--- src/hw/rtl/hvte_pkg.sv ---
// Shared types and constants for the HTML visible-text extractor.
// Used by the front, queue, back and top-level modules; depends on nothing.
package hvte_pkg;

  localparam int WinSpan = 9;  // eight lookahead bytes plus the byte being decided

  localparam logic [3:0] WIN_DEPTH = 4'd8;
  localparam logic [3:0] WIN_FULL  = 4'd9;

  localparam int QDepth = 4;
  localparam int QPtrW  = 2;
  localparam int QCntW  = 3;

  localparam logic [7:0] CH_LT    = 8'h3C;
  localparam logic [7:0] CH_GT    = 8'h3E;
  localparam logic [7:0] CH_SLASH = 8'h2F;
  localparam logic [7:0] CH_BANG  = 8'h21;
  localparam logic [7:0] CH_DASH  = 8'h2D;
  localparam logic [7:0] CH_ONE   = 8'h31;
  localparam logic [7:0] CH_SIX   = 8'h36;
  localparam logic [7:0] CH_SPACE = 8'h20;
  localparam logic [7:0] CH_TAB   = 8'h09;
  localparam logic [7:0] CH_LF    = 8'h0A;
  localparam logic [7:0] CH_CR    = 8'h0D;

  localparam logic [3:0] SKIP_CMT_OPEN  = 4'd3;
  localparam logic [3:0] SKIP_CMT_CLOSE = 4'd2;
  localparam logic [3:0] SKIP_SCR_OPEN  = 4'd6;
  localparam logic [3:0] SKIP_SCR_CLOSE = 4'd8;
  localparam logic [3:0] SKIP_STY_OPEN  = 4'd5;
  localparam logic [3:0] SKIP_STY_CLOSE = 4'd7;

  typedef logic [WinSpan-1:0][7:0] win_t;

  typedef enum logic [2:0] {
    MODE_TEXT,
    MODE_TAG,
    MODE_COMMENT,
    MODE_SCRIPT,
    MODE_STYLE
  } mode_t;

  typedef enum logic [1:0] {
    SEP_NONE,
    SEP_SPACE,
    SEP_NEWLINE
  } sep_t;

  // Pattern flags for one decided byte; they depend on the window and its fill count only.
  typedef struct packed {
    logic       eod;
    logic [7:0] ch;
    logic       lt;
    logic       gt;
    logic       ws;
    logic       cmt_open;
    logic       cmt_close;
    logic       scr_open;
    logic       scr_close;
    logic       sty_open;
    logic       sty_close;
    logic       blk_close;
  } tok_t;

  typedef struct packed {
    logic [7:0] text_byte;
    logic       byte_valid;
    logic       end_of_text;
  } item_t;

  function automatic logic [7:0] to_lower(input logic [7:0] x);
    to_lower = (x >= "A" && x <= "Z") ? 8'(x + 8'd32) : x;
  endfunction

  function automatic logic is_ws(input logic [7:0] x);
    is_ws = x inside {CH_SPACE, CH_TAB, CH_LF, CH_CR};
  endfunction

endpackage

--- src/hw/rtl/hvte_front.sv ---
// Front end: holds the lookahead window, accepts input words and turns each
// decided byte into a token of pattern flags. Depends on hvte_pkg.
module hvte_front (
  input  logic          clk,
  input  logic          rst_n,
  input  logic          in_valid,
  input  logic [7:0]    in_html_byte,
  input  logic          in_last_byte,
  output logic          in_stall,
  input  logic          q_ready,
  output logic          push,
  output hvte_pkg::tok_t push_tok
);
  import hvte_pkg::*;

  win_t       win_r, win_nxt;
  logic [3:0] cnt_r, cnt_nxt;
  logic       drain_r, drain_nxt;
  win_t       view;
  logic       accept;

  function automatic win_t shift_win(input win_t w);
    win_t s;
    s = w;
    for (int i = 0; i < WinSpan - 1; i++) begin
      s[i] = w[i+1];
    end
    shift_win = s;
  endfunction

  function automatic tok_t classify(input win_t b, input logic [3:0] avail);
    tok_t t;
    logic scr_word1, sty_word1, scr_word2, sty_word2;
    logic [7:0] n1;
    scr_word1 = to_lower(b[1]) == "s" && to_lower(b[2]) == "c" && to_lower(b[3]) == "r" &&
                to_lower(b[4]) == "i" && to_lower(b[5]) == "p" && to_lower(b[6]) == "t";
    sty_word1 = to_lower(b[1]) == "s" && to_lower(b[2]) == "t" && to_lower(b[3]) == "y" &&
                to_lower(b[4]) == "l" && to_lower(b[5]) == "e";
    scr_word2 = to_lower(b[2]) == "s" && to_lower(b[3]) == "c" && to_lower(b[4]) == "r" &&
                to_lower(b[5]) == "i" && to_lower(b[6]) == "p" && to_lower(b[7]) == "t";
    sty_word2 = to_lower(b[2]) == "s" && to_lower(b[3]) == "t" && to_lower(b[4]) == "y" &&
                to_lower(b[5]) == "l" && to_lower(b[6]) == "e";
    n1 = to_lower(b[2]);
    t = '0;
    t.ch = b[0];
    t.lt = b[0] == CH_LT;
    t.gt = b[0] == CH_GT;
    t.ws = is_ws(b[0]);
    t.cmt_close = b[0] == CH_DASH && avail > 4'd2 && b[1] == CH_DASH && b[2] == CH_GT;
    t.scr_close = t.lt && avail > 4'd8 && b[1] == CH_SLASH && scr_word2 && b[8] == CH_GT;
    t.sty_close = t.lt && avail > 4'd7 && b[1] == CH_SLASH && sty_word2 && b[7] == CH_GT;
    t.cmt_open  = avail > 4'd3 && b[1] == CH_BANG && b[2] == CH_DASH && b[3] == CH_DASH;
    t.scr_open  = avail > 4'd7 && scr_word1 && (b[7] == CH_GT || is_ws(b[7]));
    t.sty_open  = avail > 4'd6 && sty_word1 && (b[6] == CH_GT || is_ws(b[6]));
    if (avail > 4'd2 && b[1] == CH_SLASH) begin
      case (n1)
        "p":     t.blk_close = avail > 4'd3 && b[3] == CH_GT;
        "d":     t.blk_close = avail > 4'd5 && to_lower(b[3]) == "i" &&
                               to_lower(b[4]) == "v" && b[5] == CH_GT;
        "l":     t.blk_close = avail > 4'd4 && to_lower(b[3]) == "i" && b[4] == CH_GT;
        "b":     t.blk_close = avail > 4'd4 && to_lower(b[3]) == "r" && b[4] == CH_GT;
        "h":     t.blk_close = avail > 4'd4 && b[3] >= CH_ONE && b[3] <= CH_SIX &&
                               b[4] == CH_GT;
        default: t.blk_close = 1'b0;
      endcase
    end
    classify = t;
  endfunction

  // While the window drains after the last word, no new word is taken.
  assign in_stall = drain_r || !q_ready;
  assign accept   = in_valid && !in_stall;

  always_comb begin
    view = win_r;
    for (int i = 0; i < WinSpan; i++) begin
      if (4'(i) == cnt_r) view[i] = in_html_byte;
    end
  end

  always_comb begin
    win_nxt   = win_r;
    cnt_nxt   = cnt_r;
    drain_nxt = drain_r;
    push      = 1'b0;
    push_tok  = '0;
    if (drain_r) begin
      if (q_ready) begin
        push = 1'b1;
        if (cnt_r != 4'd0) begin
          push_tok = classify(win_r, cnt_r);
          win_nxt  = shift_win(win_r);
          cnt_nxt  = cnt_r - 4'd1;
        end else begin
          push_tok.eod = 1'b1;
          drain_nxt    = 1'b0;
        end
      end
    end else if (accept) begin
      if (in_last_byte) begin
        win_nxt   = view;
        cnt_nxt   = cnt_r + 4'd1;
        drain_nxt = 1'b1;
      end else if (cnt_r == WIN_DEPTH) begin
        push     = 1'b1;
        push_tok = classify(view, WIN_FULL);
        win_nxt  = shift_win(view);
      end else begin
        win_nxt = view;
        cnt_nxt = cnt_r + 4'd1;
      end
    end
  end

  always_ff @(posedge clk) begin
    win_r <= win_nxt;
    if (!rst_n) begin
      cnt_r   <= '0;
      drain_r <= 1'b0;
    end else begin
      cnt_r   <= cnt_nxt;
      drain_r <= drain_nxt;
    end
  end

endmodule

--- src/hw/rtl/hvte_queue.sv ---
// Short token queue between the front end and the back end.
// Depends on hvte_pkg for the token type and depth constants.
module hvte_queue (
  input  logic           clk,
  input  logic           rst_n,
  input  logic           push,
  input  hvte_pkg::tok_t push_tok,
  output logic           q_ready,
  output logic           q_valid,
  output hvte_pkg::tok_t q_tok,
  input  logic           pop
);
  import hvte_pkg::*;

  tok_t             ent_r [QDepth];
  logic [QPtrW-1:0] wr_r, wr_nxt, rd_r, rd_nxt;
  logic [QCntW-1:0] cnt_r, cnt_nxt;
  logic             do_push, do_pop;

  assign q_ready = cnt_r != QCntW'(QDepth);
  assign q_valid = cnt_r != '0;
  assign q_tok   = ent_r[rd_r];
  assign do_push = push && q_ready;
  assign do_pop  = pop && q_valid;

  always_comb begin
    wr_nxt  = do_push ? wr_r + 1'b1 : wr_r;
    rd_nxt  = do_pop ? rd_r + 1'b1 : rd_r;
    cnt_nxt = cnt_r;
    if (do_push && !do_pop) cnt_nxt = cnt_r + 1'b1;
    if (!do_push && do_pop) cnt_nxt = cnt_r - 1'b1;
  end

  always_ff @(posedge clk) begin
    if (do_push) ent_r[wr_r] <= push_tok;
    if (!rst_n) begin
      wr_r  <= '0;
      rd_r  <= '0;
      cnt_r <= '0;
    end else begin
      wr_r  <= wr_nxt;
      rd_r  <= rd_nxt;
      cnt_r <= cnt_nxt;
    end
  end

endmodule

--- src/hw/rtl/hvte_back.sv ---
// Back end: applies the parse state machine to each token and drives the
// registered result channel, holding a second word behind a separator.
// Depends on hvte_pkg.
module hvte_back (
  input  logic           clk,
  input  logic           rst_n,
  input  logic           q_valid,
  input  hvte_pkg::tok_t q_tok,
  output logic           pop,
  output logic           out_valid,
  input  logic           out_stall,
  output logic [7:0]     out_text_byte,
  output logic           out_byte_valid,
  output logic           out_end_of_text
);
  import hvte_pkg::*;

  mode_t      mode_r, mode_nxt;
  logic [3:0] skip_r, skip_nxt;
  sep_t       pend_r, pend_nxt;
  logic       started_r, started_nxt;
  item_t      out_r, out_nxt;
  logic       out_valid_r, out_valid_nxt;
  logic [7:0] hold_r, hold_nxt;
  logic       hold_v_r, hold_v_nxt;

  logic  emit_char, emit_sep, emits, out_free;
  item_t first_item;

  // Output decode for the token at the head of the queue.
  always_comb begin
    emit_char  = !q_tok.eod && skip_r == 4'd0 && mode_r == MODE_TEXT &&
                 !q_tok.lt && !q_tok.ws;
    emit_sep   = emit_char && pend_r != SEP_NONE;
    emits      = emit_char || q_tok.eod;
    first_item = '0;
    if (emit_sep) begin
      first_item.text_byte  = (pend_r == SEP_NEWLINE) ? CH_LF : CH_SPACE;
      first_item.byte_valid = 1'b1;
    end else if (emit_char) begin
      first_item.text_byte  = q_tok.ch;
      first_item.byte_valid = 1'b1;
    end else begin
      first_item.end_of_text = 1'b1;
    end
  end

  // Next parse state for a token that is taken from the queue.
  always_comb begin
    mode_nxt    = mode_r;
    skip_nxt    = skip_r;
    pend_nxt    = pend_r;
    started_nxt = started_r;
    if (pop) begin
      if (q_tok.eod) begin
        mode_nxt    = MODE_TEXT;
        skip_nxt    = '0;
        pend_nxt    = SEP_NONE;
        started_nxt = 1'b0;
      end else if (skip_r != 4'd0) begin
        skip_nxt = skip_r - 4'd1;
      end else begin
        case (mode_r)
          MODE_COMMENT: begin
            if (q_tok.cmt_close) begin
              mode_nxt = MODE_TEXT;
              skip_nxt = SKIP_CMT_CLOSE;
            end
          end
          MODE_SCRIPT: begin
            if (q_tok.scr_close) begin
              mode_nxt = MODE_TEXT;
              skip_nxt = SKIP_SCR_CLOSE;
            end
          end
          MODE_STYLE: begin
            if (q_tok.sty_close) begin
              mode_nxt = MODE_TEXT;
              skip_nxt = SKIP_STY_CLOSE;
            end
          end
          MODE_TEXT, MODE_TAG: begin
            if (q_tok.lt) begin
              if (q_tok.cmt_open) begin
                mode_nxt = MODE_COMMENT;
                skip_nxt = SKIP_CMT_OPEN;
              end else if (q_tok.scr_open) begin
                mode_nxt = MODE_SCRIPT;
                skip_nxt = SKIP_SCR_OPEN;
              end else if (q_tok.sty_open) begin
                mode_nxt = MODE_STYLE;
                skip_nxt = SKIP_STY_OPEN;
              end else begin
                mode_nxt = MODE_TAG;
                if (q_tok.blk_close && started_r) pend_nxt = SEP_NEWLINE;
              end
            end else if (mode_r == MODE_TAG) begin
              if (q_tok.gt) mode_nxt = MODE_TEXT;
            end else if (q_tok.ws) begin
              if (started_r && pend_r == SEP_NONE) pend_nxt = SEP_SPACE;
            end else begin
              pend_nxt    = SEP_NONE;
              started_nxt = 1'b1;
            end
          end
          default: mode_nxt = MODE_TEXT;
        endcase
      end
    end
  end

  // A token that emits nothing may pass even while the output is stalled.
  assign out_free = !out_valid_r || !out_stall;
  assign pop      = q_valid && !hold_v_r && (out_free || !emits);

  always_comb begin
    out_nxt       = out_r;
    out_valid_nxt = out_valid_r;
    hold_nxt      = hold_r;
    hold_v_nxt    = hold_v_r;
    if (out_free) begin
      out_valid_nxt = 1'b0;
      if (hold_v_r) begin
        out_nxt       = '{text_byte: hold_r, byte_valid: 1'b1, end_of_text: 1'b0};
        out_valid_nxt = 1'b1;
        hold_v_nxt    = 1'b0;
      end else if (pop && emits) begin
        out_nxt       = first_item;
        out_valid_nxt = 1'b1;
        if (emit_sep) begin
          hold_nxt   = q_tok.ch;
          hold_v_nxt = 1'b1;
        end
      end
    end
  end

  always_ff @(posedge clk) begin
    out_r  <= out_nxt;
    hold_r <= hold_nxt;
    if (!rst_n) begin
      mode_r      <= MODE_TEXT;
      skip_r      <= '0;
      pend_r      <= SEP_NONE;
      started_r   <= 1'b0;
      out_valid_r <= 1'b0;
      hold_v_r    <= 1'b0;
    end else begin
      mode_r      <= mode_nxt;
      skip_r      <= skip_nxt;
      pend_r      <= pend_nxt;
      started_r   <= started_nxt;
      out_valid_r <= out_valid_nxt;
      hold_v_r    <= hold_v_nxt;
    end
  end

  assign out_valid       = out_valid_r;
  assign out_text_byte   = out_r.text_byte;
  assign out_byte_valid  = out_r.byte_valid;
  assign out_end_of_text = out_r.end_of_text;

endmodule

--- src/hw/rtl/html_visible_text_extractor_core.sv ---
// A byte is decided once eight later bytes have arrived (or at the last byte);
// its token passes through the token queue and then into the registered result word.
// Throughput: one input word per cycle while in_stall is low; a word that needs a separator
// before it is held back while the separator word goes out first. The last word starts a
// drain (one token per held byte plus the end word) during which in_stall is high.
// Reset: synchronous, active-low rst_n clears the window fill count, queue and parse state.
module html_visible_text_extractor_core (
  input  logic       clk,
  input  logic       rst_n,
  input  logic       in_valid,
  output logic       in_stall,
  input  logic [7:0] in_html_byte,
  input  logic       in_last_byte,
  output logic       out_valid,
  input  logic       out_stall,
  output logic [7:0] out_text_byte,
  output logic       out_byte_valid,
  output logic       out_end_of_text
);
  import hvte_pkg::*;

  logic push, q_ready, q_valid, pop;
  tok_t push_tok, q_tok;

  hvte_front u_front (
    .clk          (clk),
    .rst_n        (rst_n),
    .in_valid     (in_valid),
    .in_html_byte (in_html_byte),
    .in_last_byte (in_last_byte),
    .in_stall     (in_stall),
    .q_ready      (q_ready),
    .push         (push),
    .push_tok     (push_tok)
  );

  hvte_queue u_queue (
    .clk      (clk),
    .rst_n    (rst_n),
    .push     (push),
    .push_tok (push_tok),
    .q_ready  (q_ready),
    .q_valid  (q_valid),
    .q_tok    (q_tok),
    .pop      (pop)
  );

  hvte_back u_back (
    .clk             (clk),
    .rst_n           (rst_n),
    .q_valid         (q_valid),
    .q_tok           (q_tok),
    .pop             (pop),
    .out_valid       (out_valid),
    .out_stall       (out_stall),
    .out_text_byte   (out_text_byte),
    .out_byte_valid  (out_byte_valid),
    .out_end_of_text (out_end_of_text)
  );

endmodule

--- config.mk ---
export PLATFORM = sky130hd
export DESIGN_NAME = html_visible_text_extractor_core
export DESIGN_NICKNAME = d
export VERILOG_FILES = /design/src/hw/rtl/hvte_pkg.sv /design/src/hw/rtl/hvte_front.sv /design/src/hw/rtl/hvte_queue.sv /design/src/hw/rtl/hvte_back.sv /design/src/hw/rtl/html_visible_text_extractor_core.sv
export SDC_FILE = /design/constraint.sdc
export NUM_CORES = 1
export LEC_CHECK = 0
export BUFFER_PORTS_ARGS = -buffer_cell sky130_fd_sc_hd__buf_2
export CAP_MARGIN = 30
export CORE_MARGIN = 2
export CORE_UTILIZATION = 40
export DETAILED_ROUTE_END_ITERATION = 8
export REMOVE_ABC_BUFFERS = 1
export SETUP_SLACK_MARGIN = 0.5
export SLEW_MARGIN = 10
export SYNTH_ARGS = -nofsm -noshare
export SYNTH_HDL_FRONTEND = slang
export SYNTH_HIERARCHICAL = 1
export SYNTH_SLANG_ARGS = --single-unit
export TNS_END_PERCENT = 1
--- constraint.sdc ---
create_clock -name clk -period 5.2 [get_ports clk]
set_input_delay 0.52 -clock clk [delete_from_list [all_inputs] [get_ports clk]]
set_output_delay 0.52 -clock clk [all_outputs]
set_load 0.02 [all_outputs]
[After elaboration in Yosys (flattened, before gate mapping)]
Memory sizes are Yosys's and may differ from the RTL's. A register that Yosys moved wholly into a read port is not among the register bits.
Index checks and enable logic that the tools add are counted.
Cells by class
  multiplexer cells: 113
  eq/ne operators: 146
  magnitude comparators: 39
  $add $sub $neg: 21
  reductions and logical operators: 160
  bitwise operators: 2
Operators by type and width (number)
  $eq 8x7->1 const B: 54
  $eq 8x6->1 const B: 36
  $mux 72: 3
  $mux 64: 3
  $mux 8: 23
  $eq 8x4->1 const B: 18
  $add 8x6->8 const B: 14
  $ge 8x7->1 const B: 14
  $le 8x7->1 const B: 14
  $logic_and 1x1->1: 112
  $mux 19: 4
  $mux 4: 15
  $mux 3: 13
  $mux 18: 2
  $reduce_bool 4->1: 8
  $mux 1: 28
  $mux 2: 13
  $ne 3x2->1 const B: 8
  $mux 10: 2
  $ne 4x2->1 const B: 5
  $mux 9: 2
  $eq 3x4->1 const A: 4
  $ge 8x6->1 const B: 2
  $gt 4x3->1 const B: 4
  42 further kinds: 80
Storage, ports and cells
  bits in writable memories: 76
  bits of input ports: 13
  word-level logic and storage cells: 506
  bits in registers: 114
  memories kept: 1
  output and inout bits: 12
Memories
  u_queue.ent_r: words 4, bits a word 19, rd ports 1, clocked after Yosys merged registers in 1, write ports 1, line hvte_queue.sv:15  | tok_t ent_r [QDepth];

[Depth between registers and ports, before layout]
Gate-level depths: netlist (run 1).
  word-level depth: 17
  mapped depth: 17
  mapped depth without buffers: 14

[Modules after synthesis]
Netlist (run 1), hierarchy kept.
By module, submodules not included
  hvte_front: instances 1, area each 7742.4 µm², cells each 1028, sequential area each 2262.2 µm²
  hvte_queue: instances 1, area each 3278.1 µm², cells each 151, sequential area each 2462.4 µm²
  hvte_back: instances 1, area each 1582.8 µm², cells each 151, sequential area each 780.7 µm²

[Worst setup path after synthesis (run 1)]
No wires, ideal clock.
  path kind: flip-flop to flip-flop
  start point: register u_front.cnt_r[0]
  end point: register u_front.cnt_r[2]
  setup slack: 1.162 ns
  buffers on the path: 3
  arrival: 3.962 ns
  library setup time: 0.076 ns
  data required time: 5.124 ns
  period minus slack after synthesis: 4.038 ns
  stages on the path, launching flop included: 12
  cells stage by stage: dfxtp_1 buf_4 inv_1 ha_1 clkbuf_1 or3b_2 clkbuf_1 nand3_1 nand2_1 o21ai_1 or3_1 a21boi_0
On the way
  cells in the longest elaborated chain, start to end: 5
  elaborated cells on any way between the ends: 13
  those cells by class: add/sub (2); eq/ne (3); mux (6); reduce/logical (2)
RTL lines
  start, declared: line hvte_front.sv:17  | logic [3:0] cnt_r, cnt_nxt;
  start signal, assigned: line hvte_front.sv:121  | cnt_r <= cnt_nxt;
  $add 4x1->4: line hvte_front.sv:102, hvte_front.sv:110
  $mux 4: line hvte_front.sv:104  | end else if (cnt_r == WIN_DEPTH) begin
  $mux 4: line hvte_front.sv:100  | if (in_last_byte) begin
  $mux 4: line hvte_front.sv:99  | end else if (accept) begin
  $mux 4: line hvte_front.sv:87  | if (drain_r) begin
Several ways; a longest one is shown, not always the timed one. The select of a mux whose other input is x is not followed.
A chain may end at the register's enable or synchronous reset.

==> impl_metrics.env, run 1 <==
export IMPL_status="completed"
export IMPL_final_antenna_net_count=0
export IMPL_fin_total_pwr_mw=5.54
export IMPL_dr_pass1_iters=6
export IMPL_finalNonFillerCells=1709
export IMPL_die_w_um=182
export IMPL_grt_usage_pct=23.6
export IMPL_finalHoldViolCount=0
export IMPL_grt_pass1_wl_mm=60.3
export IMPL_cts_resized_gates=0
export IMPL_post_drt_wl_per_cell_um=22.6
export IMPL_cts_htree_levels=4
export IMPL_synth_cell_types=94
export IMPL_endpoint_kind="flop"
export IMPL_wirelength_mm=38.7
export IMPL_finalSetupViolations=0
export IMPL_cts_root_buffer="clkbuf_16"
export IMPL_core_um2=30800
export IMPL_final_common_cell="nand2_1"
export IMPL_fillCellCount=2928
export IMPL_comb_power_share_pct=31.3
export IMPL_placed_cells=1676
export IMPL_cts_buffers=17
export IMPL_max_slew_margin_pct=37.1
export IMPL_synth_area_leader_cell="edfxtp_1"
export IMPL_worstSkewPairLatency_ns=0.44
export IMPL_worstSetupStartpointType="flop"
export IMPL_grt_pass1_vias=10200
export IMPL_post_drt_via_cell_ratio=6.20
export IMPL_dieHeight_um=182
export IMPL_cts_tree="yes"
export IMPL_holdWs_ns=0.439
export IMPL_avgSynthCellArea_um2=9.48
export IMPL_finalCriticalPeriod_ns=4.00
export IMPL_grt_overflow_total=0
export IMPL_hp_class="in2reg"
export IMPL_die_area_um2=32900
export IMPL_synth_seq_area_share_pct=43.7
export IMPL_cts_setup_buffers=0
export IMPL_ys_async_sr_fraction_pct=0
export IMPL_final_nets=1338
export IMPL_tightest_slew_ns=0.942
export IMPL_postCtsHoldBufs=0
export IMPL_row_count=64
export IMPL_peakVddDrop_v=0.000281
export IMPL_pin_count=25
export IMPL_pre_cts_slack_ns=1.29
export IMPL_critical_path_required_ns=5.33
export IMPL_p_leak_nw=4.60
export IMPL_placed_area_um2=13000
export IMPL_synthCells=1330
export IMPL_seqPwrFrac_pct=42.7
export IMPL_switching_share_pct=40.4
export IMPL_critPathKind="reg2reg"
export IMPL_arrival_ns=4.13
export IMPL_drive_above_1_share_pct=10.9
export IMPL_synth_edf_count=166
export IMPL_first_iter_violations=1137
export IMPL_finalMaxSlewViolations=0
export IMPL_port_buffers=24
export IMPL_fin_tns_setup_ns=0
export IMPL_synth_warnings=6
export IMPL_finalClockSkew_ns=0.0190
export IMPL_ys_flop_type="edfxtp_1"
export IMPL_synthToLayoutAreaGrowth_pct=8.61
export IMPL_path_clk_slew_ns=0.09
export IMPL_design_area_um2=13700
export IMPL_ys_top_cells_by_area="edfxtp_1 (40%), nand2_1 (7.4%), o21ai_0 (5.2%)"
export IMPL_num_vias=10600
export IMPL_fin_crit_sh_pct=77.0
export IMPL_hpwl_mm=26.8
export IMPL_p_clk_share_pct=25.9
export IMPL_final_cell_mix="nand2_1 (248), edfxtp_1 (166), o21ai_0 (130)"
export IMPL_clock_sinks=192
export IMPL_synth_area_um2=12600
export IMPL_antenna_found_initial=1
export IMPL_grt_max_degree=72
export IMPL_rsz0062_at_grt="false"
export IMPL_drcViolationCount=0
export IMPL_max_cap_violations=0
export IMPL_clockBufferDepth=2
export IMPL_path_max_fanout=12
export IMPL_intPower_mw=3.30
export IMPL_gp_congestion=0.986
export IMPL_utilization_pct=44.4
export IMPL_p_per_area_nw_per_um2=405
export IMPL_ff2ff_setup_slack_ns=1.20
export IMPL_yosys_area_top_type_share_pct=39.6
export IMPL_fmax_mhz=250
export IMPL_fin_ws_ns=1.20
export IMPL_power_switching_mw=2.24
export IMPL_ys_ff_latch=192
export IMPL_initial_utilization_pct=40.9
==> Yosys cell counts, types with 6 or more instances <==
master and number:
a21oi_1 61, a31oi_1 10, and2_1 12, and3_1 6
buf_2 16, clkbuf_1 65, dfxtp_1 26, edfxtp_1 166
ha_1 25, inv_1 40, mux2_2 22, mux2i_1 59
mux4_1 9, mux4_2 10, nand2_1 249, nand2b_1 10
nand3_1 34, nand3b_1 18, nand4_1 19, nand4b_1 11
nor2_1 68, nor2b_1 19, nor3_1 44, nor4_1 21
nor4b_1 10, nor4bb_1 6, o211ai_1 6, o21ai_0 130
o21ai_1 7, o31ai_1 7, or4_1 6, xnor2_1 6
==> power by group through the flow <==
stage / Sequential, mW / Clock, mW / Combinational (mW)
2_1_floorplan: 2.26 / 0 / 1.19
4_1_cts: 2.35 / 1.47 / 1.71
6_report: 2.37 / 1.44 / 1.74
3_3_place_gp: 2.38 / 0 / 1.67
3_5_place_dp: 2.39 / 0 / 1.70
5_1_grt: 2.39 / 1.53 / 1.91
==> worst max-delay path: stages, from the launching register on <==
cell and delay [ns]:
dfxtp_1 0.64, inv_1 0.09, ha_1 0.33, nand3b_1 0.33, buf_4 0.28, mux2i_1 0.45, inv_1 0.10, ha_1 0.28
o311ai_0 0.11, o21ai_1 0.26, a31oi_1 0.12, o311ai_1 0.70
==> state kept, by name (all words and copies together), names as in the netlist, named ones only <==
register                cells
u_back/out_byte_valid       1
u_back/hold_r               8
u_back/skip_r               4
u_back/pend_r               2
u_queue/ent_r              76
u_front/win_r              72
u_back/hold_v_r             1
u_back/out_text_byte        8
u_queue/rd_r                2
u_back/mode_r               3
u_back/out_valid            1
u_front/drain_r             1
u_queue/cnt_r               3
u_queue/wr_r                2
u_front/cnt_r               4
u_back/out_end_of_text      1
u_back/started_r            1
==> final cells by class <==
type / count / area [µm²] / share of cell area, %
multi-input combinational: 1003 / 6540 / 47.8
antenna: 1 / 2.50 / 0.0183
tap: 396 / 495 / 3.62
timing repair buffer: 45 / 342 / 2.50
clock buffer: 17 / 425 / 3.11
clock inverter: 15 / 220 / 1.61
sequential: 192 / 5510 / 40.2
inverter: 40 / 150 / 1.10
==> worst paths after layout <==
check | endpoint | start | cells past startpoint
max | u_queue/ent_r[0][0] | u_front/cnt_r[0] | 11
min | u_back/out_valid | out_stall | 3
max reg2reg | u_queue/ent_r[0][0] | u_front/cnt_r[0] | 11
min reg2reg | u_queue/wr_r[0] | u_queue/wr_r[0] | 2
==> metal layers <==
layer	part of all wire (%)	vias up	GRT usage, %	wire (µm)
met3	6.6	118	3.69	2560
met1	43	5090	31.6	16700
met5	0	-	0	0
li1	-	4892	-	-
met4	4.6	0	10.6	1790
met2	46	504	37.7	17600
==> cell families after synthesis <==
logic type	synth area share, %
and+or+nand+nor	23.2
adders and majority gates	2.64
DFF	43.7
AOI/OAI and AO/OA	14.6
buffers and inverters	4.64
xor gates and xnor gates	0.556
muxes	10.7
Note: power is estimated with default switching activity, not from simulation.
==> run 2, diff against run 1 <==
- clock period: 5.2 -> 4.2 ns (I/O delays scaled with it)
==> run 2 against run 1 <==
Compared with the run above:
- worst hold slack got worse by 0.14 ns
- first-iteration DRC count down 2.6%
- global-route usage up 0.94 points
- routed wire length rose by 3.5%
- power increased by 25%
- clock skew barely moved
==> impl_metrics.env, run 2 (synthesis results as in run 1) <==
export IMPL_grt_usage_pct=24.5
export IMPL_clock_sinks=192
export IMPL_post_drt_wl_per_cell_um=23.1
export IMPL_finalSetupViolations=0
export IMPL_grt_pass1_vias=10400
export IMPL_min_to="u_back/out_valid"
export IMPL_cts_htree_levels=4
export IMPL_comb_power_share_pct=32.3
export IMPL_p_clk_share_pct=25.5
export IMPL_first_iter_violations=1108
export IMPL_ff2ff_setup_slack_ns=0.66
export IMPL_path_max_fanout=10
export IMPL_min_from="out_stall"
export IMPL_cts_tree="yes"
export IMPL_worstSetupStartpointType="flop"
export IMPL_p_per_area_nw_per_um2=501
export IMPL_wirelength_mm=40.0
export IMPL_finalMaxSlewViolations=0
export IMPL_row_count=64
export IMPL_power_switching_mw=2.80
export IMPL_finalCriticalPeriod_ns=3.54
export IMPL_top_register="u_queue/ent_r"
export IMPL_regArea_um2=5520
export IMPL_dieHeight_um=182
export IMPL_seqPwrFrac_pct=42.2
export IMPL_core_um2=30800
export IMPL_cts_buffers=17
export IMPL_initial_utilization_pct=40.9
export IMPL_peakVddDrop_v=0.000326
export IMPL_r2r_end="u_queue/ent_r[0][0]"
export IMPL_final_antenna_net_count=0
export IMPL_r2r_start="u_front/cnt_r[0]"
export IMPL_max_cap_violations=0
export IMPL_intPower_mw=4.13
export IMPL_max_slew_margin_pct=40.0
export IMPL_fin_tns_setup_ns=0
export IMPL_design_area_um2=13800
export IMPL_arrival_ns=3.69
export IMPL_drcViolationCount=0
export IMPL_finalClockSkew_ns=0.0188
export IMPL_pin_count=25
export IMPL_n_antenna_cell=0
export IMPL_holdWs_ns=0.299
export IMPL_switching_share_pct=40.4
export IMPL_grt_pass1_wl_mm=62.0
export IMPL_clockBufferDepth=2
export IMPL_hpwl_mm=27.8
export IMPL_tightest_slew_ns=0.900
export IMPL_gp_congestion=0.969
export IMPL_reg_largest_list="u_queue/ent_r x76, u_front/win_r x72"
export IMPL_num_vias=10700
export IMPL_critPathKind="reg2reg"
export IMPL_post_drt_via_cell_ratio=6.21
export IMPL_final_cell_mix="nand2_1 (248), edfxtp_1 (166), o21ai_0 (130)"
export IMPL_postCtsHoldBufs=0
export IMPL_rsz0062_at_grt="true"
export IMPL_fin_total_pwr_mw=6.93
export IMPL_critical_path_required_ns=4.36
export IMPL_die_area_um2=32900
export IMPL_grt_overflow_total=0
export IMPL_dr_pass1_iters=7
export IMPL_port_buffers=24
export IMPL_fmax_mhz=283
export IMPL_grt_max_degree=74
export IMPL_drive_above_1_share_pct=12.8
export IMPL_worstSkewPairLatency_ns=0.47
export IMPL_hp_class="in2reg"
export IMPL_final_nets=1359
export IMPL_synthToLayoutAreaGrowth_pct=9.62
export IMPL_largest_reg_flops=76
export IMPL_p_leak_nw=4.70
export IMPL_hold_depth=3
export IMPL_finalNonFillerCells=1729
export IMPL_fillCellCount=2926
export IMPL_antenna_found_initial=0
export IMPL_die_w_um=182
export IMPL_fin_crit_sh_pct=84.2
export IMPL_path_clk_slew_ns=0.09
export IMPL_status="completed"
export IMPL_cts_root_buffer="clkbuf_16"
export IMPL_placed_cells=1692
export IMPL_final_common_cell="nand2_1"
export IMPL_multi_input_comb_area_um2=6560
export IMPL_reg2reg_depth=10
export IMPL_finalHoldViolCount=0
export IMPL_placed_area_um2=13100
export IMPL_endpoint_kind="flop"
==> run 2: layout make-up <==
type	instances	area share [%]
repair buffers	66	3.15
clock inverters	15	1.68
well taps	396	3.59
multi-input cells	1003	47.5
clock buffers	17	3.08
flip-flops and latches	192	39.9
inverters	40	1.09
==> run 2: how the worst max path moves through the flow <==
stage / slack (ns) / start / endpoint / depth (start not counted)
5_1_grt: 0.47 / u_front/cnt_r[0] / u_queue/ent_r[0][0] / 10
3_5_place_dp: 0.23 / u_front/cnt_r[0] / u_queue/ent_r[0][4] / 10
3_3_place_gp: 0.33 / u_front/cnt_r[0] / u_queue/ent_r[3][4] / 10
4_1_cts: 0.50 / u_front/cnt_r[1] / u_queue/ent_r[1][4] / 10
2_1_floorplan: -0.98 / u_front/drain_r / u_front/cnt_r[2] / 5
6_report: 0.66 / u_front/cnt_r[0] / u_queue/ent_r[0][0] / 10
==> run 2: metal layers <==
metal | global-route usage [%] | vias up | wire length, µm
met1 | 32.7 | 5223 | 17100
li1 | - | 4933 | -
met4 | 10.4 | 0 | 1430
met5 | 0 | - | 0
met3 | 4.53 | 94 | 2940
met2 | 39.2 | 487 | 18500
==> run 2: critical path: stages, from the launching register on <==
cell,delay [ns]
dfxtp_4,0.44
ha_1,0.23
nor3b_4,0.19
buf_4,0.19
mux2_2,0.40
ha_1,0.31
nor2_1,0.12
nor4bb_1,0.30
o311a_1,0.31
nand3_1,0.11
o311ai_1,0.65
==> run 2: metrics by stage <==
stage / util (%) / worst slack, ns
after global routing: 44.8 / 0.468
after CTS: 44.6 / 0.501
after floorplan: - / -0.975
final: 44.8 / 0.665
after global placement: 42.5 / 0.334
after detailed placement: 42.5 / 0.232
==> run 2: power by group through the flow <==
stage / combinational (mW) / clock [mW] / sequential (mW)
finish: 2.24 / 1.77 / 2.92
global placement: 2.15 / 0 / 2.94
detailed placement: 2.17 / 0 / 2.94
global route: 2.44 / 1.89 / 2.95
CTS: 2.19 / 1.81 / 2.90
floorplan: 1.47 / 0 / 2.79
==> run 2: repair_timing <==
action / 4_1_cts / 5_1_grt
pin swaps: 0 / 2
endpoints found under the setup margin: 12 / 20
gates cloned: 0 / 0
gates resized for setup: 2 / 7
buffers inserted: 0 / 5
==> run 3, diff against run 2 <==
- clock period: 4.2 -> 3.3 ns (I/O delays scaled with it)
==> run 3 against run 2 <==
Compared with the run above:
- sequential cell count unchanged
- highest routed layer is now met5
- power up 34%
- combinational power up 49%
- design area up 5.8%
- largest cell class unchanged
- register-to-register slack worse by 0.50 ns
- die area unchanged
==> impl_metrics.env, run 3 (synthesis results as in run 1) <==
export IMPL_top_register="u_queue/ent_r"
export IMPL_hp_class="in2reg"
export IMPL_endpoint_kind="flop"
export IMPL_grt_max_degree=69
export IMPL_reg_largest_list="u_queue/ent_r x76, u_front/win_r x72"
export IMPL_synthToLayoutAreaGrowth_pct=16.0
export IMPL_die_area_um2=32900
export IMPL_drive_above_1_share_pct=18.6
export IMPL_grt_pass1_vias=10600
export IMPL_critical_path_required_ns=3.61
export IMPL_cts_tree="yes"
export IMPL_finalCriticalPeriod_ns=3.14
export IMPL_holdWs_ns=0.238
export IMPL_antenna_found_initial=1
export IMPL_r2r_start="u_front/win_r[41]"
export IMPL_postCtsHoldBufs=0
export IMPL_max_cap_violations=0
export IMPL_final_common_cell="nand2_1"
export IMPL_grt_util_met3_pct=4.59
export IMPL_grt_overflow_total=0
export IMPL_fmax_mhz=319
export IMPL_num_vias=11100
export IMPL_grt_pass1_wl_mm=62.0
export IMPL_cts_buffers=17
export IMPL_pre_cts_slack_ns=0.0758
export IMPL_peakVddDrop_v=0.000430
export IMPL_fin_ws_ns=0.162
export IMPL_p_leak_nw=5.14
export IMPL_grtUsageMet1_pct=32.3
export IMPL_finalSetupViolations=0
export IMPL_max_slew_margin_pct=51.2
export IMPL_fin_crit_sh_pct=95.1
export IMPL_post_drt_wl_per_cell_um=22.4
export IMPL_drcViolationCount=0
export IMPL_rsz0062_at_grt="true"
export IMPL_gp_congestion=0.977
export IMPL_grt_usage_pct=24.5
export IMPL_finalClockSkew_ns=0.0177
export IMPL_clockBufferDepth=2
export IMPL_initial_utilization_pct=40.9
export IMPL_clock_sinks=192
export IMPL_cts_root_buffer="clkbuf_16"
export IMPL_largest_reg_flops=76
export IMPL_use_met2_pct=38.9
export IMPL_dr_pass1_iters=5
export IMPL_first_iter_violations=1413
export IMPL_min_from="out_stall"
export IMPL_final_nets=1435
export IMPL_final_cell_mix="nand2_1 (248), edfxtp_1 (166), o21ai_0 (130)"
export IMPL_pin_count=25
export IMPL_finalMaxSlewViolations=0
export IMPL_dieHeight_um=182
export IMPL_wirelength_mm=40.5
export IMPL_cts_htree_levels=4
export IMPL_arrival_ns=3.45
export IMPL_status="completed"
export IMPL_tightest_slew_ns=0.722
export IMPL_core_um2=30800
export IMPL_worstSkewPairLatency_ns=0.46
export IMPL_path_max_fanout=7
export IMPL_finalHoldViolCount=0
export IMPL_final_antenna_net_count=0
export IMPL_port_buffers=24
export IMPL_row_count=64
export IMPL_worstSetupStartpointType="flop"
export IMPL_hpwl_mm=28.5
export IMPL_critPathKind="reg2reg"
export IMPL_path_clk_slew_ns=0.08
export IMPL_die_w_um=182
export IMPL_post_drt_via_cell_ratio=6.12
export IMPL_cp_startpoint="u_front/win_r[41]"
export IMPL_n_antenna_cell=0
export IMPL_busiest_layer="met2"
export IMPL_p_per_area_nw_per_um2=633
run 3: power breakdown:
group	leakage, nW	total [mW]	switching [mW]	internal [mW]
registers	1.79	3.60	0.504	3.10
logic	3.03	3.33	1.98	1.36
clock network	0.322	2.32	1.07	1.26
run 3: worst paths after layout:
| path | end | slack [ns] | cells past startpoint |
|---|---|---|---|
| hold / removal | u_back/out_valid | 0.24 | 3 |
| hold reg to reg | u_back/skip_r[1] | 0.49 | 2 |
| setup reg to reg | u_queue/ent_r[2][4] | 0.16 | 7 |
| setup / recovery | u_queue/ent_r[2][4] | 0.16 | 7 |
run 3: routing by layer:
| layer | routed length (µm) | vias up |
|---|---|---|
| li1 | - | 5084 |
| met1 | 17100 | 5266 |
| met2 | 18400 | 565 |
| met3 | 2950 | 133 |
| met4 | 1950 | 2 |
| met5 | 10 | - |
run 3: per-stage QoR:
step	total power [mW]	setup TNS [ns]	util [%]	instances	cell area, µm²
2_1_floorplan	5.42	-189.41	-	1235	12200
3_3_place_gp	6.71	0	44.1	1751	13600
3_5_place_dp	6.72	0	44.1	1751	13600
4_1_cts	9.12	0	46.8	1797	14400
5_1_grt	9.72	0	47.4	1805	14600
6_report	9.26	0	47.4	1805	14600
run 3: area by class of cell:
type,count,area (µm²)
tap,396,495
sequential,192,5520
clock buffer,18,429
timing repair buffer,142,1110
fill,2848,16200
multi-input combinational,1003,6680
clock inverter,14,236
inverter,40,150
run 3: timing repair:
item                                   CTS  global route
buffers inserted                        14             6
gates resized for setup                 19            24
endpoints found under the hold margin    0             0
cloned                                   0             2
setup endpoints to repair               35            58
pin swaps                               15             9
run 3: critical path: stages (launching register included):
cell and delay, ns:
edfxtp_1 0.56, nor2_1 0.20, o2bb2ai_1 0.25, or3b_2 0.47, a21oi_1 0.40, nand4_1 0.33, a2111oi_0 0.52, a32o_2 0.26
